$ cat config.mk
export PLATFORM = sky130hd
export DESIGN_NAME = record_recurrence_checksum_check
export DESIGN_NICKNAME = d
export VERILOG_FILES = /design/src/rtl/core/rrcc_pkg.sv /design/src/rtl/core/record_recurrence_checksum_check.sv
export SDC_FILE = /design/constraint.sdc
export NUM_CORES = 1
export LEC_CHECK = 0
export BUFFER_PORTS_ARGS = -buffer_cell sky130_fd_sc_hd__clkbuf_2
export CORE_ASPECT_RATIO = 0.5
export CORE_MARGIN = 3
export CORE_UTILIZATION = 54
export CTS_CLUSTER_DIAMETER = 150
export DETAILED_ROUTE_END_ITERATION = 16
export PLACE_DENSITY = 0.72
export SLEW_MARGIN = 20
export SYNTH_ARGS = -nofsm -noshare
export SYNTH_HDL_FRONTEND = slang
export SYNTH_SLANG_ARGS = --single-unit
$ cat constraint.sdc
create_clock -name clk -period 30.2 [get_ports clk]
set_input_delay 0 -clock clk [delete_from_list [all_inputs] [get_ports clk]]
set_output_delay 0 -clock clk [all_outputs]
set_load 0.05 [all_outputs]
$ cat src/rtl/core/rrcc_pkg.sv
// ----------------------------------------------------------------------------
// rrcc_pkg
// types, constants and helpers of the record recurrence checksum checker
// ----------------------------------------------------------------------------
`timescale 1ns / 1ps

package rrcc_pkg;

  // result status codes
  typedef enum logic [1:0] {
    ST_OK      = 2'd0,
    ST_HDR_BAD = 2'd1,
    ST_SUM_BAD = 2'd2,
    ST_BAD_LEN = 2'd3
  } status_t;

  // one result item, computed_sum in the lowest bits
  typedef struct packed {
    status_t     status;
    logic [31:0] stored;
    logic [15:0] sum;
  } result_t;

  localparam int unsigned OUT_TDATA_W = 56;
  localparam int unsigned IN_TDATA_W  = 8;
  localparam int unsigned HDR_LEN     = 6;

  localparam logic [7:0]  ALPHA_STEP = 8'd17;
  localparam logic [7:0]  BETA_STEP  = 8'd31;
  localparam logic [15:0] SEED_ADD   = 16'd7;
  localparam logic [16:0] SUM_MOD    = 17'd65535;

  // expected header: 'ANKH' then 0x0100 little-endian
  function automatic logic [7:0] hdr_byte(input logic [2:0] idx);
    logic [7:0] b;
    unique case (idx)
      3'd0:    b = 8'h41;
      3'd1:    b = 8'h4E;
      3'd2:    b = 8'h4B;
      3'd3:    b = 8'h48;
      3'd4:    b = 8'h00;
      3'd5:    b = 8'h01;
      default: b = 8'h00;
    endcase
    return b;
  endfunction

  // x mod 65535 for x below 2^25: fold the top bits onto the low half
  function automatic logic [15:0] mod_fold(input logic [24:0] x);
    logic [16:0] s;
    s = {8'b0, x[24:16]} + {1'b0, x[15:0]};
    if (s >= SUM_MOD) begin
      s = s - SUM_MOD;
    end
    return s[15:0];
  endfunction

endpackage

$ cat src/rtl/core/record_recurrence_checksum_check.sv
// ----------------------------------------------------------------------------
// record_recurrence_checksum_check
// header check and three-term recurrence checksum over a fixed-length record
// output: the result item is registered into the output slot, or into the skid slot while one waits
// throughput: one byte per cycle while the skid slot is empty; the recurrence closes
//   through the state registers (two narrow multiplies, mod 65535 fold, subtract)
// reset: synchronous, active high; clears record state and both output slots
// ----------------------------------------------------------------------------
`timescale 1ns / 1ps

module record_recurrence_checksum_check
  import rrcc_pkg::*;
#(
  parameter int unsigned RECORD_BYTES = 90
) (
  input  logic                   clk,
  input  logic                   rst,
  // input bytes
  input  logic                   s_tvalid,
  output logic                   s_tready,
  input  logic [IN_TDATA_W-1:0]  s_tdata,   // [7:0] data_byte
  input  logic                   s_tlast,   // last_byte
  // result items
  output logic                   m_tvalid,
  input  logic                   m_tready,
  output logic [OUT_TDATA_W-1:0] m_tdata    // [15:0] computed_sum, [47:16] stored_sum,
                                            // [49:48] check_status, [55:50] zero
);

  // position counts bytes taken and saturates at the record length
  localparam int unsigned POS_W = $clog2(RECORD_BYTES + 1);
  localparam logic [POS_W-1:0] POS_END    = POS_W'(RECORD_BYTES);
  localparam logic [POS_W-1:0] POS_LAST   = POS_W'(RECORD_BYTES - 1);
  localparam logic [POS_W-1:0] STORE_BASE = POS_W'(RECORD_BYTES - 4);
  localparam logic [POS_W-1:0] HDR_END    = POS_W'(HDR_LEN);

  // record state
  logic [POS_W-1:0] pos, pos_next;
  logic [15:0]      older, older_next;
  logic [15:0]      newer, newer_next;
  logic             hdr_ok, hdr_ok_next;
  logic [31:0]      stored, stored_next;

  // output register and skid slot
  logic    out_valid, skid_valid;
  result_t out_res, skid_res;
  result_t res;
  logic    res_valid;

  logic take;
  logic pop;

  // recurrence datapath
  logic [7:0]  data_b;
  logic [7:0]  pos8;
  logic [7:0]  alpha, beta;
  logic [8:0]  coef_a;
  logic [24:0] prod_p;
  logic [23:0] prod_q;
  logic        neg;
  logic [15:0] red_p, red_q;
  logic [16:0] t17, u17;
  logic [15:0] term;
  logic [1:0]  k;

  assign s_tready = !skid_valid;
  assign take     = s_tvalid && s_tready;
  assign pop      = out_valid && m_tready;

  assign data_b = s_tdata[7:0];
  assign pos8   = 8'(pos);
  assign alpha  = 8'(pos8 * ALPHA_STEP);
  assign beta   = 8'(pos8 * BETA_STEP);
  assign coef_a = {1'b0, data_b} + {1'b0, alpha};

  // terms stay below 65535, so both products are exact
  assign prod_p = {16'b0, coef_a} * {9'b0, newer};
  assign prod_q = {16'b0, beta} * {8'b0, older};
  // a negative difference wraps to (d+1) mod 65535, since 2^64 is 1 mod 65535
  assign neg    = {1'b0, prod_q} > prod_p;
  assign red_p  = mod_fold(prod_p);
  assign red_q  = mod_fold({1'b0, prod_q});
  assign t17    = {1'b0, red_p} + {16'b0, neg};
  assign u17    = (t17 >= {1'b0, red_q}) ? (t17 - {1'b0, red_q})
                                         : (t17 + SUM_MOD - {1'b0, red_q});
  assign term   = (u17 == SUM_MOD) ? 16'd0 : u17[15:0];

  // byte lane of the stored word
  assign k = 2'(pos - STORE_BASE);

  always_comb begin
    pos_next    = pos;
    older_next  = older;
    newer_next  = newer;
    hdr_ok_next = hdr_ok;
    stored_next = stored;
    res         = '{status: ST_OK, stored: 32'd0, sum: 16'd0};
    res_valid   = 1'b0;

    if (take) begin
      // bytes past the record length are ignored
      if (pos < POS_END) begin
        if ((pos < HDR_END) && (data_b != hdr_byte(3'(pos)))) begin
          hdr_ok_next = 1'b0;
        end
        if (pos < STORE_BASE) begin
          if (pos == '0) begin
            newer_next = {8'b0, data_b} + SEED_ADD;
            older_next = 16'd1;
          end else begin
            older_next = newer;
            newer_next = term;
          end
        end else begin
          stored_next = stored | (32'(data_b) << {k, 3'b000});
        end
        pos_next = pos + POS_W'(1);
      end

      if (s_tlast) begin
        res_valid = 1'b1;
        if (pos != POS_LAST) begin
          // short or long record
          res = '{status: ST_BAD_LEN, stored: 32'd0, sum: 16'd0};
        end else begin
          res.sum    = newer_next;
          res.stored = stored_next;
          if (!hdr_ok_next) begin
            res.status = ST_HDR_BAD;
          end else if (stored_next != {16'b0, newer_next}) begin
            res.status = ST_SUM_BAD;
          end else begin
            res.status = ST_OK;
          end
        end
        // back to the start-of-record state
        pos_next    = '0;
        older_next  = 16'd1;
        newer_next  = 16'd1;
        hdr_ok_next = 1'b1;
        stored_next = 32'd0;
      end
    end
  end

  always_ff @(posedge clk) begin
    if (rst) begin
      pos    <= '0;
      older  <= 16'd1;
      newer  <= 16'd1;
      hdr_ok <= 1'b1;
      stored <= 32'd0;
    end else begin
      pos    <= pos_next;
      older  <= older_next;
      newer  <= newer_next;
      hdr_ok <= hdr_ok_next;
      stored <= stored_next;
    end
  end

  // output slot plus skid slot, so a byte is taken while a result waits
  always_ff @(posedge clk) begin
    if (rst) begin
      out_valid  <= 1'b0;
      skid_valid <= 1'b0;
    end else if (pop || !out_valid) begin
      if (skid_valid) begin
        out_valid  <= 1'b1;
        skid_valid <= 1'b0;
      end else begin
        out_valid <= res_valid;
      end
    end else if (res_valid) begin
      skid_valid <= 1'b1;
    end
  end

  always_ff @(posedge clk) begin
    if (pop || !out_valid) begin
      if (skid_valid) begin
        out_res <= skid_res;
      end else begin
        out_res <= res;
      end
    end else if (res_valid) begin
      skid_res <= res;
    end
  end

  assign m_tvalid = out_valid;
  assign m_tdata  = {6'b0, out_res};

endmodule

# [Word-level counts from Yosys, hierarchy flattened]
# Cells that the tools add are included.
[word_totals] regBits=174 in_bits=13 out_inout_bits=58
[classes] multipliers=4 mux=35 bitwise=2 addsub=12 order_cmp=7 reduce_logical=14 n_eq_ne=8 n_shift=1
[op_table] op="50-bit 2-to-1 mux" n=4
[op_table] op="16-bit 2-to-1 mux" n=12
[op_table] op="32-bit 2-to-1 mux" n=4
[op_table] op="7-bit case mux with 5 select lines" n=1
[op_table] op="17-bit by 16-bit >= comparator with 1-bit output (second input constant)" n=2
[op_table] op="17-bit by 16-bit subtractor with 17-bit output" n=2
[op_table] op="32-bit by 16-bit != test with 1-bit output" n=1
[op_table] op="32-bit OR" n=1
[op_table] op="8-bit by 5-bit << shifter with 32-bit output" n=1
[op_table] op="16-bit subtractor (second input constant)" n=2
[op_table] op="24-bit by 25-bit greater-than comparator with 1-bit output" n=1
[op_table] op="9-bit by 16-bit multiplier with 25-bit output" n=1
[op_table] op="8-bit by 16-bit multiplier with 24-bit output" n=1
[op_table] op="16-bit by 1-bit adder with 17-bit output" n=1
[op_table] op="17-bit by 16-bit adder with 17-bit output (second input constant)" n=1
[op_table] op="8-bit by 16-bit adder with 17-bit output" n=1
[op_table] op="9-bit by 16-bit adder with 17-bit output" n=1
[op_table] op="17-bit by 16-bit equality test with 1-bit output (second input constant)" n=1
[op_table] op="17-bit by 16-bit >= comparator with 1-bit output" n=1
[op_table] op="17-bit 2-to-1 mux" n=1
[op_table] op="7-bit by 5-bit multiplier with 8-bit output (second input constant)" n=2
[op_table] op="8-bit 2-to-1 mux" n=2
[op_table] op="7-bit < comparator (second input constant)" n=2
[op_table] op="7-bit 2-to-1 mux" n=2
[op_table] op="22 further kinds" n=35

# [Longest topological paths before layout]
# Gate-level depths: netlist of the first run.
[depth] ltp_word=23 ltp_mapped=77

# [Worst setup path before layout of the first run]
# Ideal clock, no wire load.
[synth_path] path_type="flip-flop to flip-flop" from="register pos[1]" to="register out_res, in the netlist m_tdata[49] (data pin)" required_ns=29.944 path_slack_ns=14.348 arrival_time_ns=15.595 path_stages_with_launch=74 path_buffers=4 path_cell_list="dfxtp_1 > clkbuf_1 > inv_1 > fa_1 > inv_1 > fa_1 > inv_1 > fa_1 > inv_1 > ha_1 > inv_1 > o21bai_1 > a21oi_1 > xnor2_1 > clkbuf_1 > and2_1 > fa_1 > inv_1 > [... 38 more ...] > o21ai_0 > a31oi_1 > o21ai_0 > a21oi_1 > o21bai_1 > a21oi_1 > nor2_1 > buf_2 > o311ai_0 > nor3_1 > a311o_1 > nor3b_1 > nor4b_4 > o31ai_1 > xnor2_1 > a2111oi_2 > nand4_1 > a22o_1"
[synth_between] elab_chain_len=23 word_cells_on_any_way=57
[synth_lines] element="start, declared" line="record_recurrence_checksum_check.sv:38" text="logic [POS_W-1:0] pos, pos_next;"
[synth_lines] element="start signal, assigned" line="record_recurrence_checksum_check.sv:154" text="pos <= pos_next;"
[synth_lines] element="7-bit by 5-bit multiplier with 8-bit output" line="record_recurrence_checksum_check.sv:72" text="assign alpha = 8'(pos8 * ALPHA_STEP);"
[synth_lines] element="8-bit by 8-bit adder with 9-bit output" line="record_recurrence_checksum_check.sv:74" text="assign coef_a = {1'b0, data_b} + {1'b0, alpha};"
[synth_lines] element="9-bit by 16-bit multiplier with 25-bit output" line="record_recurrence_checksum_check.sv:77" text="assign prod_p = {16'b0, coef_a} * {9'b0, newer};"
[synth_lines] element="9-bit by 16-bit adder with 17-bit output" line="rrcc_pkg.sv:51" text="s = {8'b0, x[24:16]} + {1'b0, x[15:0]};"
[synth_lines] element="16-bit subtractor / 17-bit by 16-bit >= comparator with 1-bit output (equally long branches)" line="rrcc_pkg.sv:53, rrcc_pkg.sv:52"
[synth_lines] element="16-bit 2-to-1 mux" line="rrcc_pkg.sv:52" text="if (s >= SUM_MOD) begin"
[synth_lines] element="16-bit by 1-bit adder with 17-bit output" line="record_recurrence_checksum_check.sv:83" text="assign t17 = {1'b0, red_p} + {16'b0, neg};"
[synth_lines] element="17-bit by 16-bit adder with 17-bit output" line="record_recurrence_checksum_check.sv:85" text=": (t17 + SUM_MOD - {1'b0, red_q});"
[synth_lines] element="[... 7 more ...]"
[synth_lines] element="16-bit 2-to-1 mux" line="record_recurrence_checksum_check.sv:100" text="if (take) begin"
[synth_lines] element="32-bit by 16-bit != test with 1-bit output" line="record_recurrence_checksum_check.sv:130" text="end else if (stored_next != {16'b0, newer_next}) begin"
[synth_lines] element="2-bit 2-to-1 mux" line="record_recurrence_checksum_check.sv:130"
[synth_lines] element="2-bit 2-to-1 mux" line="record_recurrence_checksum_check.sv:128" text="if (!hdr_ok_next) begin"
[synth_lines] element="50-bit 2-to-1 mux *" line="record_recurrence_checksum_check.sv:122" text="if (pos != POS_LAST) begin"
[synth_lines] element="50-bit 2-to-1 mux *" line="record_recurrence_checksum_check.sv:120" text="if (s_tlast) begin"
[synth_lines] element="50-bit 2-to-1 mux *" line="record_recurrence_checksum_check.sv:100"
[synth_lines] element="50-bit 2-to-1 mux *" line="record_recurrence_checksum_check.sv:181" text="if (skid_valid) begin"
[synth_lines] element="end signal, assigned" line="record_recurrence_checksum_check.sv:182" text="out_res <= skid_res;"
[synth_lines] element="end signal, assigned" line="record_recurrence_checksum_check.sv:184" text="out_res <= res;"
[synth_lines] element="end, declared" line="record_recurrence_checksum_check.sv:46" text="result_t out_res, skid_res;"
# Every way passes the cells marked *; elsewhere a longest branch is shown, timed or not. The select of a mux whose other input is x is not followed.
# A chain may end at the register's enable or synchronous reset.

# [Worst setup path in the final report of the first run]
[layout_path] from="register pos[0]" to="register out_res, in the netlist m_tdata[49] (data pin)"
# The elaborated chain is that of the path after synthesis.

==> results of run 1 <==
==> worst max-delay path: cells and delay by family (launching register included) <==
kind	cells	cell delay, ns
fa+ha+maj	11	5.30
compound gates	31	7.26
flops	1	0.31
simple gates	16	3.15
buf+inv	9	1.41
xor+xnor	4	0.81
==> layout make-up <==
class	count	area (µm²)
Fill cell	3659	16800
Inverter	339	1270
Sequential cell	174	4490
Clock inverter	14	153
Tap cell	567	709
Timing Repair Buffer	90	518
Clock buffer	18	439
Antenna cell	1	2.50
Multi-Input combinational cell	2081	16900
==> worst min path at each step <==
| stage | depth (start not counted) | to | slack, ns |
|---|---|---|---|
| finish | 3 | older[0]$_SDFFE_PP1P_ | 0.08 |
| global route | 3 | older[0]$_SDFFE_PP1P_ | 0.11 |
| CTS | 3 | older[0]$_SDFFE_PP1P_ | 0.06 |
| detailed placement | 3 | skid_valid$_SDFFE_PP0P_ | 0.35 |
| global placement | 3 | skid_valid$_SDFFE_PP0P_ | 0.34 |
| floorplan | 2 | skid_valid$_SDFFE_PP0P_ | 0.21 |
==> power by group through the flow <==
stage / Sequential, mW / Combinational (mW) / Clock, mW
2_1_floorplan: 0.274 / 1.42 / 0
3_3_place_gp: 0.277 / 2.05 / 0
3_5_place_dp: 0.277 / 2.06 / 0
4_1_cts: 0.272 / 2.07 / 0.217
5_1_grt: 0.273 / 2.35 / 0.228
6_report: 0.273 / 2.19 / 0.215
==> per-stage QoR <==
step / std cells / worst slack [ns]
6_report: 3284 / 11.66
5_1_grt: 3283 / 10.46
4_1_cts: 3283 / 11.98
3_5_place_dp: 3250 / 12.06
3_3_place_gp: 3250 / 12.42
2_1_floorplan: 2703 / 14.35
==> routing by layer <==
layer | up-vias | track usage | part of all wire
met5 | - | 0 | 0
met4 | 0 | 0.0717 | 0.019
met3 | 104 | 0.0730 | 0.10
met2 | 912 | 0.434 | 0.42
met1 | 9501 | 0.433 | 0.46
li1 | 9174 | - | -
==> cells in the final DEF, fill, tap and decap left out, types with 32 or more instances in the layout <==
| cell | count |
|---|---|
| sky130_fd_sc_hd__a21o_1 | 89 |
| sky130_fd_sc_hd__ha_1 | 196 |
| sky130_fd_sc_hd__nand4_1 | 32 |
| sky130_fd_sc_hd__nor2_1 | 223 |
| sky130_fd_sc_hd__nand2_1 | 208 |
| sky130_fd_sc_hd__edfxtp_1 | 100 |
| sky130_fd_sc_hd__nor3_1 | 67 |
| sky130_fd_sc_hd__xor2_1 | 51 |
| sky130_fd_sc_hd__xnor2_1 | 101 |
| sky130_fd_sc_hd__a21oi_1 | 158 |
| sky130_fd_sc_hd__nor2b_1 | 42 |
| sky130_fd_sc_hd__a22oi_1 | 32 |
| sky130_fd_sc_hd__and2_1 | 169 |
| sky130_fd_sc_hd__dfxtp_1 | 73 |
| sky130_fd_sc_hd__o21ai_0 | 84 |
| sky130_fd_sc_hd__nand3_1 | 37 |
| sky130_fd_sc_hd__nand2b_1 | 36 |
| sky130_fd_sc_hd__fa_1 | 211 |
| sky130_fd_sc_hd__clkbuf_2 | 64 |
| sky130_fd_sc_hd__inv_1 | 338 |
==> state kept, by name, summed over array words and instances, names as in the netlist <==
name / cells
stored: 32
m_tvalid: 1
skid_res: 50
newer: 16
hdr_ok: 1
skid_valid: 1
pos: 7
older: 16
m_tdata: 50
==> what timing repair did <==
item,CTS,global route
hold buffers,1,0
resized for setup,0,0
endpoints found under the hold margin,2,0
==> kinds of logic (layout without fill, tap and decap cells) <==
kind of cell | Yosys count | after routing | synth area share
buffers and inverters | 448 | 461 | 0.0745
flip-flops | 174 | 174 | 0.194
multiplexers | 15 | 15 | 0.00704
other | 1 | 7 | 0.000162
AND/OR/NAND/NOR | 917 | 917 | 0.202
AO/OA/AOI/OAI | 579 | 579 | 0.172
adder cells (fa/ha/maj) | 408 | 408 | 0.289
XOR/XNOR | 156 | 156 | 0.0610
==> metrics.csv, run 1 <==
stage,metric,value,unit
outcome,run status,completed,
finish,area added between synthesis and finish,6.12,%
setup_path,"Data arrival, critical path",18.72,ns
timing,final setup violating endpoints,0,
cts,clock tree from TritonCTS,yes,
power,switching component of the power,1.61,mW
routing,count of vias placed by the detailed router,19700,
power,register share of total power,0.102,
synth,number of different library cells in the post-synthesis netlist,109,
power,fraction of power consumed by combinational cells,0.818,
synth,Post-synth EDFFs,100,
synth,dominant cell type by area after synthesis,sky130_fd_sc_hd__fa_1,
cts,number of levels in the clock H-tree,4,
finish,post-route cell area,0.0245,mm²
grt,wire length of the first global-routing pass,108000,µm
timing,Final Hold Viols,0,
cts,clock buffer count from CTS,17,
timing,setup repair after global routing missed its margin,no,
setup_path,cells on worst reg2reg path,71,
setup_path,Crit Reg-Reg Startpoint,pos[0]$_SDFFE_PP0P_,
synth,share of flip-flops with an asynchronous set or reset,0,
timing,worst-margin pin slew,1.03,ns
die,horizontal die dimension,299,µm
timing,final critical-path share of the clock period,0.614,
finish,final design utilization,0.593,
setup_path,master of the slowest instance on the critical path,sky130_fd_sc_hd__ha_1,
routing,remaining number of nets flagged by the antenna check after routing,0,
setup_path,Worst Setup SP,pos[0]$_SDFFE_PP0P_,
synth,netlist area before placement,0.0231,mm²
setup_path,setup slack of the most critical reg-to-reg path,11.66,ns
cts,number of sinks handled by clock tree synthesis,174,
timing,final hold slack,0.0763,ns
cts,latest clock arrival within the worst-skew pair,0.43,ns
synth,sequential cell area fraction in the yosys report,0.194,
setup_path,crit-path max cell delay,0.85,ns
setup_path,critical path endpoint,m_tdata[49]$_DFFE_PN_,
die,starting density of the core,0.559,
place,RD Place Congestion,0.984,
power,maximum vdd ir drop,0.154,mV
power,static power due to leakage,11.1,nW
synth,top cells by instance count after synthesis,"sky130_fd_sc_hd__inv_1 (338), sky130_fd_sc_hd__nor2_1 (224), sky130_fd_sc_hd__fa_1 (211), sky130_fd_sc_hd__nand2_1 (208), sky130_fd_sc_hd__ha_1 (196)",
timing,headroom to the max-slew limit,0.307,
setup_path,"most used cell, CP",sky130_fd_sc_hd__a21oi_1,
setup_path,Critical Path Start Type,register,
synth,number of instances in the synthesized netlist,2698,
synth,Mean Syn Cell Area,8.56,µm²
routing,number of violations reported at the end of detailed-routing iteration 0,1962,
grt,maximum number of pins on one net before global-route repair,54,
power,final total power,2.68,mW
hold_path,source of the worst hold timing path,s_tlast,
synth,ys flop type,sky130_fd_sc_hd__edfxtp_1,
place,number of port buffers,64,
die,row count,52,
timing,Final Critical Period,18.54,ns
routing,aggregate routed wire length,66600,µm
place,Area after DPL,0.0239,mm²
setup_path,CP Class,register to register,
finish,fraction of final layout cells sized beyond drive strength 1,0.0655,
die,standard cell core area,0.0413,mm²
cts,cell at the root of the clock tree,sky130_fd_sc_hd__clkbuf_16,
routing,DRC viols,0,
synth,area share of the largest cell type after synthesis,0.183,
cts,buffer count from post-CTS setup fixing,0,
grt,initial antenna violation count,0,
routing,drt first pass iters,6,
power,internal portion of total power,1.07,mW
hold_path,worst min-delay path category,input port to register,
power,Clock power frac,0.080,
routing,final routed wire length divided by cell count,20.3,µm
timing,number of pins exceeding their max-slew limit in the final report,0,
finish,number of nets in the layout,3123,
place,dpl hpwl,52800,µm
timing,Worst Clk Skew,0.0101,ns
synth,post-synthesis register bit count,174,
setup_path,endpoint class of the critical path,register,
synth,Synth Warn #,0,
grt,grt total ovfl,0,
grt,Global Route Usage Sum,0.295,
timing,highest clock frequency the design can meet,53.9,MHz
power,power density normalized to cell area,109,mW/mm²
setup_path,Critical R2R Capture,m_tdata[49]$_DFFE_PN_,
die,ports placed on the boundary,71,
routing,average via count per standard cell,6.00,
power,switching portion of total power,0.601,
timing,Setup TNS,0,ns
cts,clock-pin slew of the registers on the worst-case setup and hold paths,0.08,ns
cts,maximum root-to-sink buffer count,2,
die,overall die height,152,µm
synth,most common cell in the netlist,sky130_fd_sc_hd__inv_1,
setup_path,Worst EP required,30.38,ns
grt,vias in the first global route,19400,
die,Die Outline Area,0.0454,mm²
run,number of max-cap violations,0,
setup_path,crit-path max FO,31,
synth,leading cell types by total area after synthesis,"sky130_fd_sc_hd__fa_1 (18%), sky130_fd_sc_hd__edfxtp_1 (13%), sky130_fd_sc_hd__ha_1 (11%)",
No activity file was read; power rests on OpenSTA's default activity.
==> run 2, diff against run 1 <==
- PLACE_DENSITY: 0.72 -> 0.74
- clock period: 30.2 -> 15.86 ns (I/O delays scaled with it)
==> run 2 against run 1 <==
Effect of this change: clock skew rose by 0.0050 ns; global-route usage up 1.5 points; final area up 8.2%; sequential share of layout area down 1.4 points; setup slack got worse by 11 ns; largest cell class unchanged; highest routed layer unchanged.
==> metrics.csv, run 2 (synthesized netlist as in run 1, its figures left out) <==
stage,metric,value,unit,change
outcome,run status,completed,,
setup_path,Crit. path cell count,73,,+2.8%
place,dpl hpwl,56500,µm,+7.1%
place,RD Place Congestion,1.02,,+4.1%
timing,final critical-path share of the clock period,0.972,,+0.358
place,number of port buffers,64,,unchanged
cts,clock-pin slew of the registers on the worst-case setup and hold paths,0.08,ns,about the same
die,row count,52,,unchanged
setup_path,setup slack of the most critical reg-to-reg path,0.44,ns,-11.22 ns
grt,vias in the first global route,20400,,+5.2%
setup_path,CP top delay family,adder cells,,
finish,"most common cell after layout, fill and taps aside",sky130_fd_sc_hd__inv_1,,
die,horizontal die dimension,299,µm,unchanged
run,number of max-cap violations,0,,unchanged
setup_path,cells on worst reg2reg path,73,,+2.8%
finish,"commonest non-fill, non-tap cells in the layout","sky130_fd_sc_hd__inv_1 (337), sky130_fd_sc_hd__nor2_1 (216), sky130_fd_sc_hd__nand2_1 (206), sky130_fd_sc_hd__fa_1 (206), sky130_fd_sc_hd__buf_4 (189)",,
setup_path,crit-path max cell delay,0.59,ns,-0.26 ns
routing,average via count per standard cell,5.95,,-0.71%
setup_path,master of the slowest instance on the critical path,sky130_fd_sc_hd__fa_2,,
timing,highest clock frequency the design can meet,64.9,MHz,+20%
finish,fraction of final layout cells sized beyond drive strength 1,0.159,,+0.0937
setup_path,Crit Reg-Reg Startpoint,pos[1]$_SDFFE_PP0P_,,
cts,clock tree from TritonCTS,yes,,
finish,post-route cell area,0.0265,mm²,+8.2%
finish,count of non-filler cells in the finished layout,3450,,+5.1%
setup_path,CP Class,register to register,,
cts,number of levels in the clock H-tree,4,,unchanged
setup_path,crit-path max FO,8,,-74%
grt,grt total ovfl,0,,unchanged
place,Area after DPL,0.0251,mm²,+4.8%
timing,worst-margin pin slew,1.13,ns,+0.106 ns
finish,area added between synthesis and finish,14.8,%,
cts,cell at the root of the clock tree,sky130_fd_sc_hd__clkbuf_16,,
finish,number of nets in the layout,3290,,+5.3%
cts,number of sinks handled by clock tree synthesis,174,,unchanged
place,pre-CTS setup slack,-0.390,ns,-12.45 ns
setup_path,"Data arrival, critical path",15.61,ns,-3.11 ns
die,Die Outline Area,0.0454,mm²,unchanged
finish,count of inserted antenna diode cells,0,,-1
power,static power due to leakage,12.1,nW,+8.6%
cts,maximum root-to-sink buffer count,2,,unchanged
finish,final design utilization,0.642,,+0.0485
routing,remaining number of nets flagged by the antenna check after routing,0,,unchanged
grt,wire length of the first global-routing pass,113000,µm,+4.5%
routing,drt first pass iters,5,,-1
routing,DRC viols,0,,unchanged
power,power density normalized to cell area,228,mW/mm²,+110%
timing,final setup violating endpoints,0,,unchanged
die,standard cell core area,0.0413,mm²,unchanged
setup_path,Critical R2R Capture,m_tdata[49]$_DFFE_PN_,,
setup_path,Worst Setup SP,pos[1]$_SDFFE_PP0P_,,
die,overall die height,152,µm,unchanged
power,final total power,6.04,mW,+130%
timing,Final Hold Viols,0,,unchanged
die,ports placed on the boundary,71,,unchanged
timing,headroom to the max-slew limit,0.231,,-0.0752
setup_path,"most used cell, CP",sky130_fd_sc_hd__inv_1,,
routing,number of violations reported at the end of detailed-routing iteration 0,1721,,-12%
hold_path,worst min-delay path category,input port to register,,
cts,latest clock arrival within the worst-skew pair,0.44,ns,about the same
place,cell count after placement,3402,,+4.7%
die,starting density of the core,0.559,,unchanged
setup_path,Critical Path Start Type,register,,
setup_path,endpoint class of the critical path,register,,
timing,Final Critical Period,15.42,ns,-3.12 ns
routing,aggregate routed wire length,71200,µm,+6.8%
timing,number of pins exceeding their max-slew limit in the final report,0,,unchanged
setup_path,Worst EP required,16.06,ns,-14.32 ns
routing,count of vias placed by the detailed router,20500,,+4.3%
routing,final routed wire length divided by cell count,20.6,µm,+1.6%
timing,final setup margin,0.445,ns,-11.22 ns
grt,maximum number of pins on one net before global-route repair,54,,unchanged
grt,initial antenna violation count,0,,unchanged
timing,Worst Clk Skew,0.0151,ns,+0.00495 ns
cts,clock buffer count from CTS,17,,unchanged
setup_path,count of buffer and inverter cells on the critical path,12,,+3
power,maximum vdd ir drop,0.292,mV,+90%
setup_path,critical path endpoint,m_tdata[49]$_DFFE_PN_,,
grt,Global Route Usage Sum,0.310,,+0.0151
==> run 2: final cells by class <==
class                   instances  area (µm²)
well taps                     567         709
clock inverters                15         169
fillers                      3456       14800
multi-input cells            2081       17700
clock buffers                  17         425
inverters                     339        1270
repair buffers                257        1780
flip-flops and latches        174        4490
==> run 2: worst min path at each step <==
stage,depth (start not counted),slack (ns),from,endpoint
floorplan,2,0.21,s_tvalid,skid_valid$_SDFFE_PP0P_
global placement,3,0.34,s_tvalid,m_tvalid$_SDFFE_PP0N_
detailed placement,3,0.36,s_tvalid,m_tvalid$_SDFFE_PP0N_
CTS,3,0.06,s_tlast,older[0]$_SDFFE_PP1P_
global route,3,0.08,s_tlast,older[0]$_SDFFE_PP1P_
finish,3,0.08,s_tlast,older[0]$_SDFFE_PP1P_
==> run 2: timing repair <==
item / CTS / global route
setup endpoints to repair: 44 / 50
pin swaps: 3 / 66
resized for setup: 14 / 143
hold buffers: 1 / 0
setup buffers: 2 / 13
hold endpoints to repair: 2 / 0
==> run 2: worst min-delay path, stage by stage <==
cell and delay [ns]:
sky130_fd_sc_hd__clkbuf_2 0.25, sky130_fd_sc_hd__nor4_1 0.11, sky130_fd_sc_hd__o21bai_1 0.11
==> run 2: metal layers <==
layer  GRT usage  up-vias  wire, µm
li1            -     9507         -
met1       0.461    10100     32300
met2       0.461      866     30400
met3      0.0655       98      7110
met4      0.0692        0      1360
met5           0        -         0
==> run 2: metrics by stage <==
| stage | setup TNS, ns | hold WS (ns) |
|---|---|---|
| 3_5_place_dp | -3.38 | 0.360 |
| 6_report | 0 | 0.0755 |
| 5_1_grt | -0.382 | 0.0819 |
| 2_1_floorplan | 0 | 0.209 |
| 4_1_cts | 0 | 0.0619 |
| 3_3_place_gp | -0.485 | 0.345 |
==> run 2: power by group <==
group	leakage, nW	switching (mW)	total (mW)	internal (mW)
registers	1.66	0.0376	0.524	0.486
clock network	0.289	0.211	0.424	0.213
logic	10.2	3.09	5.09	2.00
total	12.1	3.34	6.04	2.70
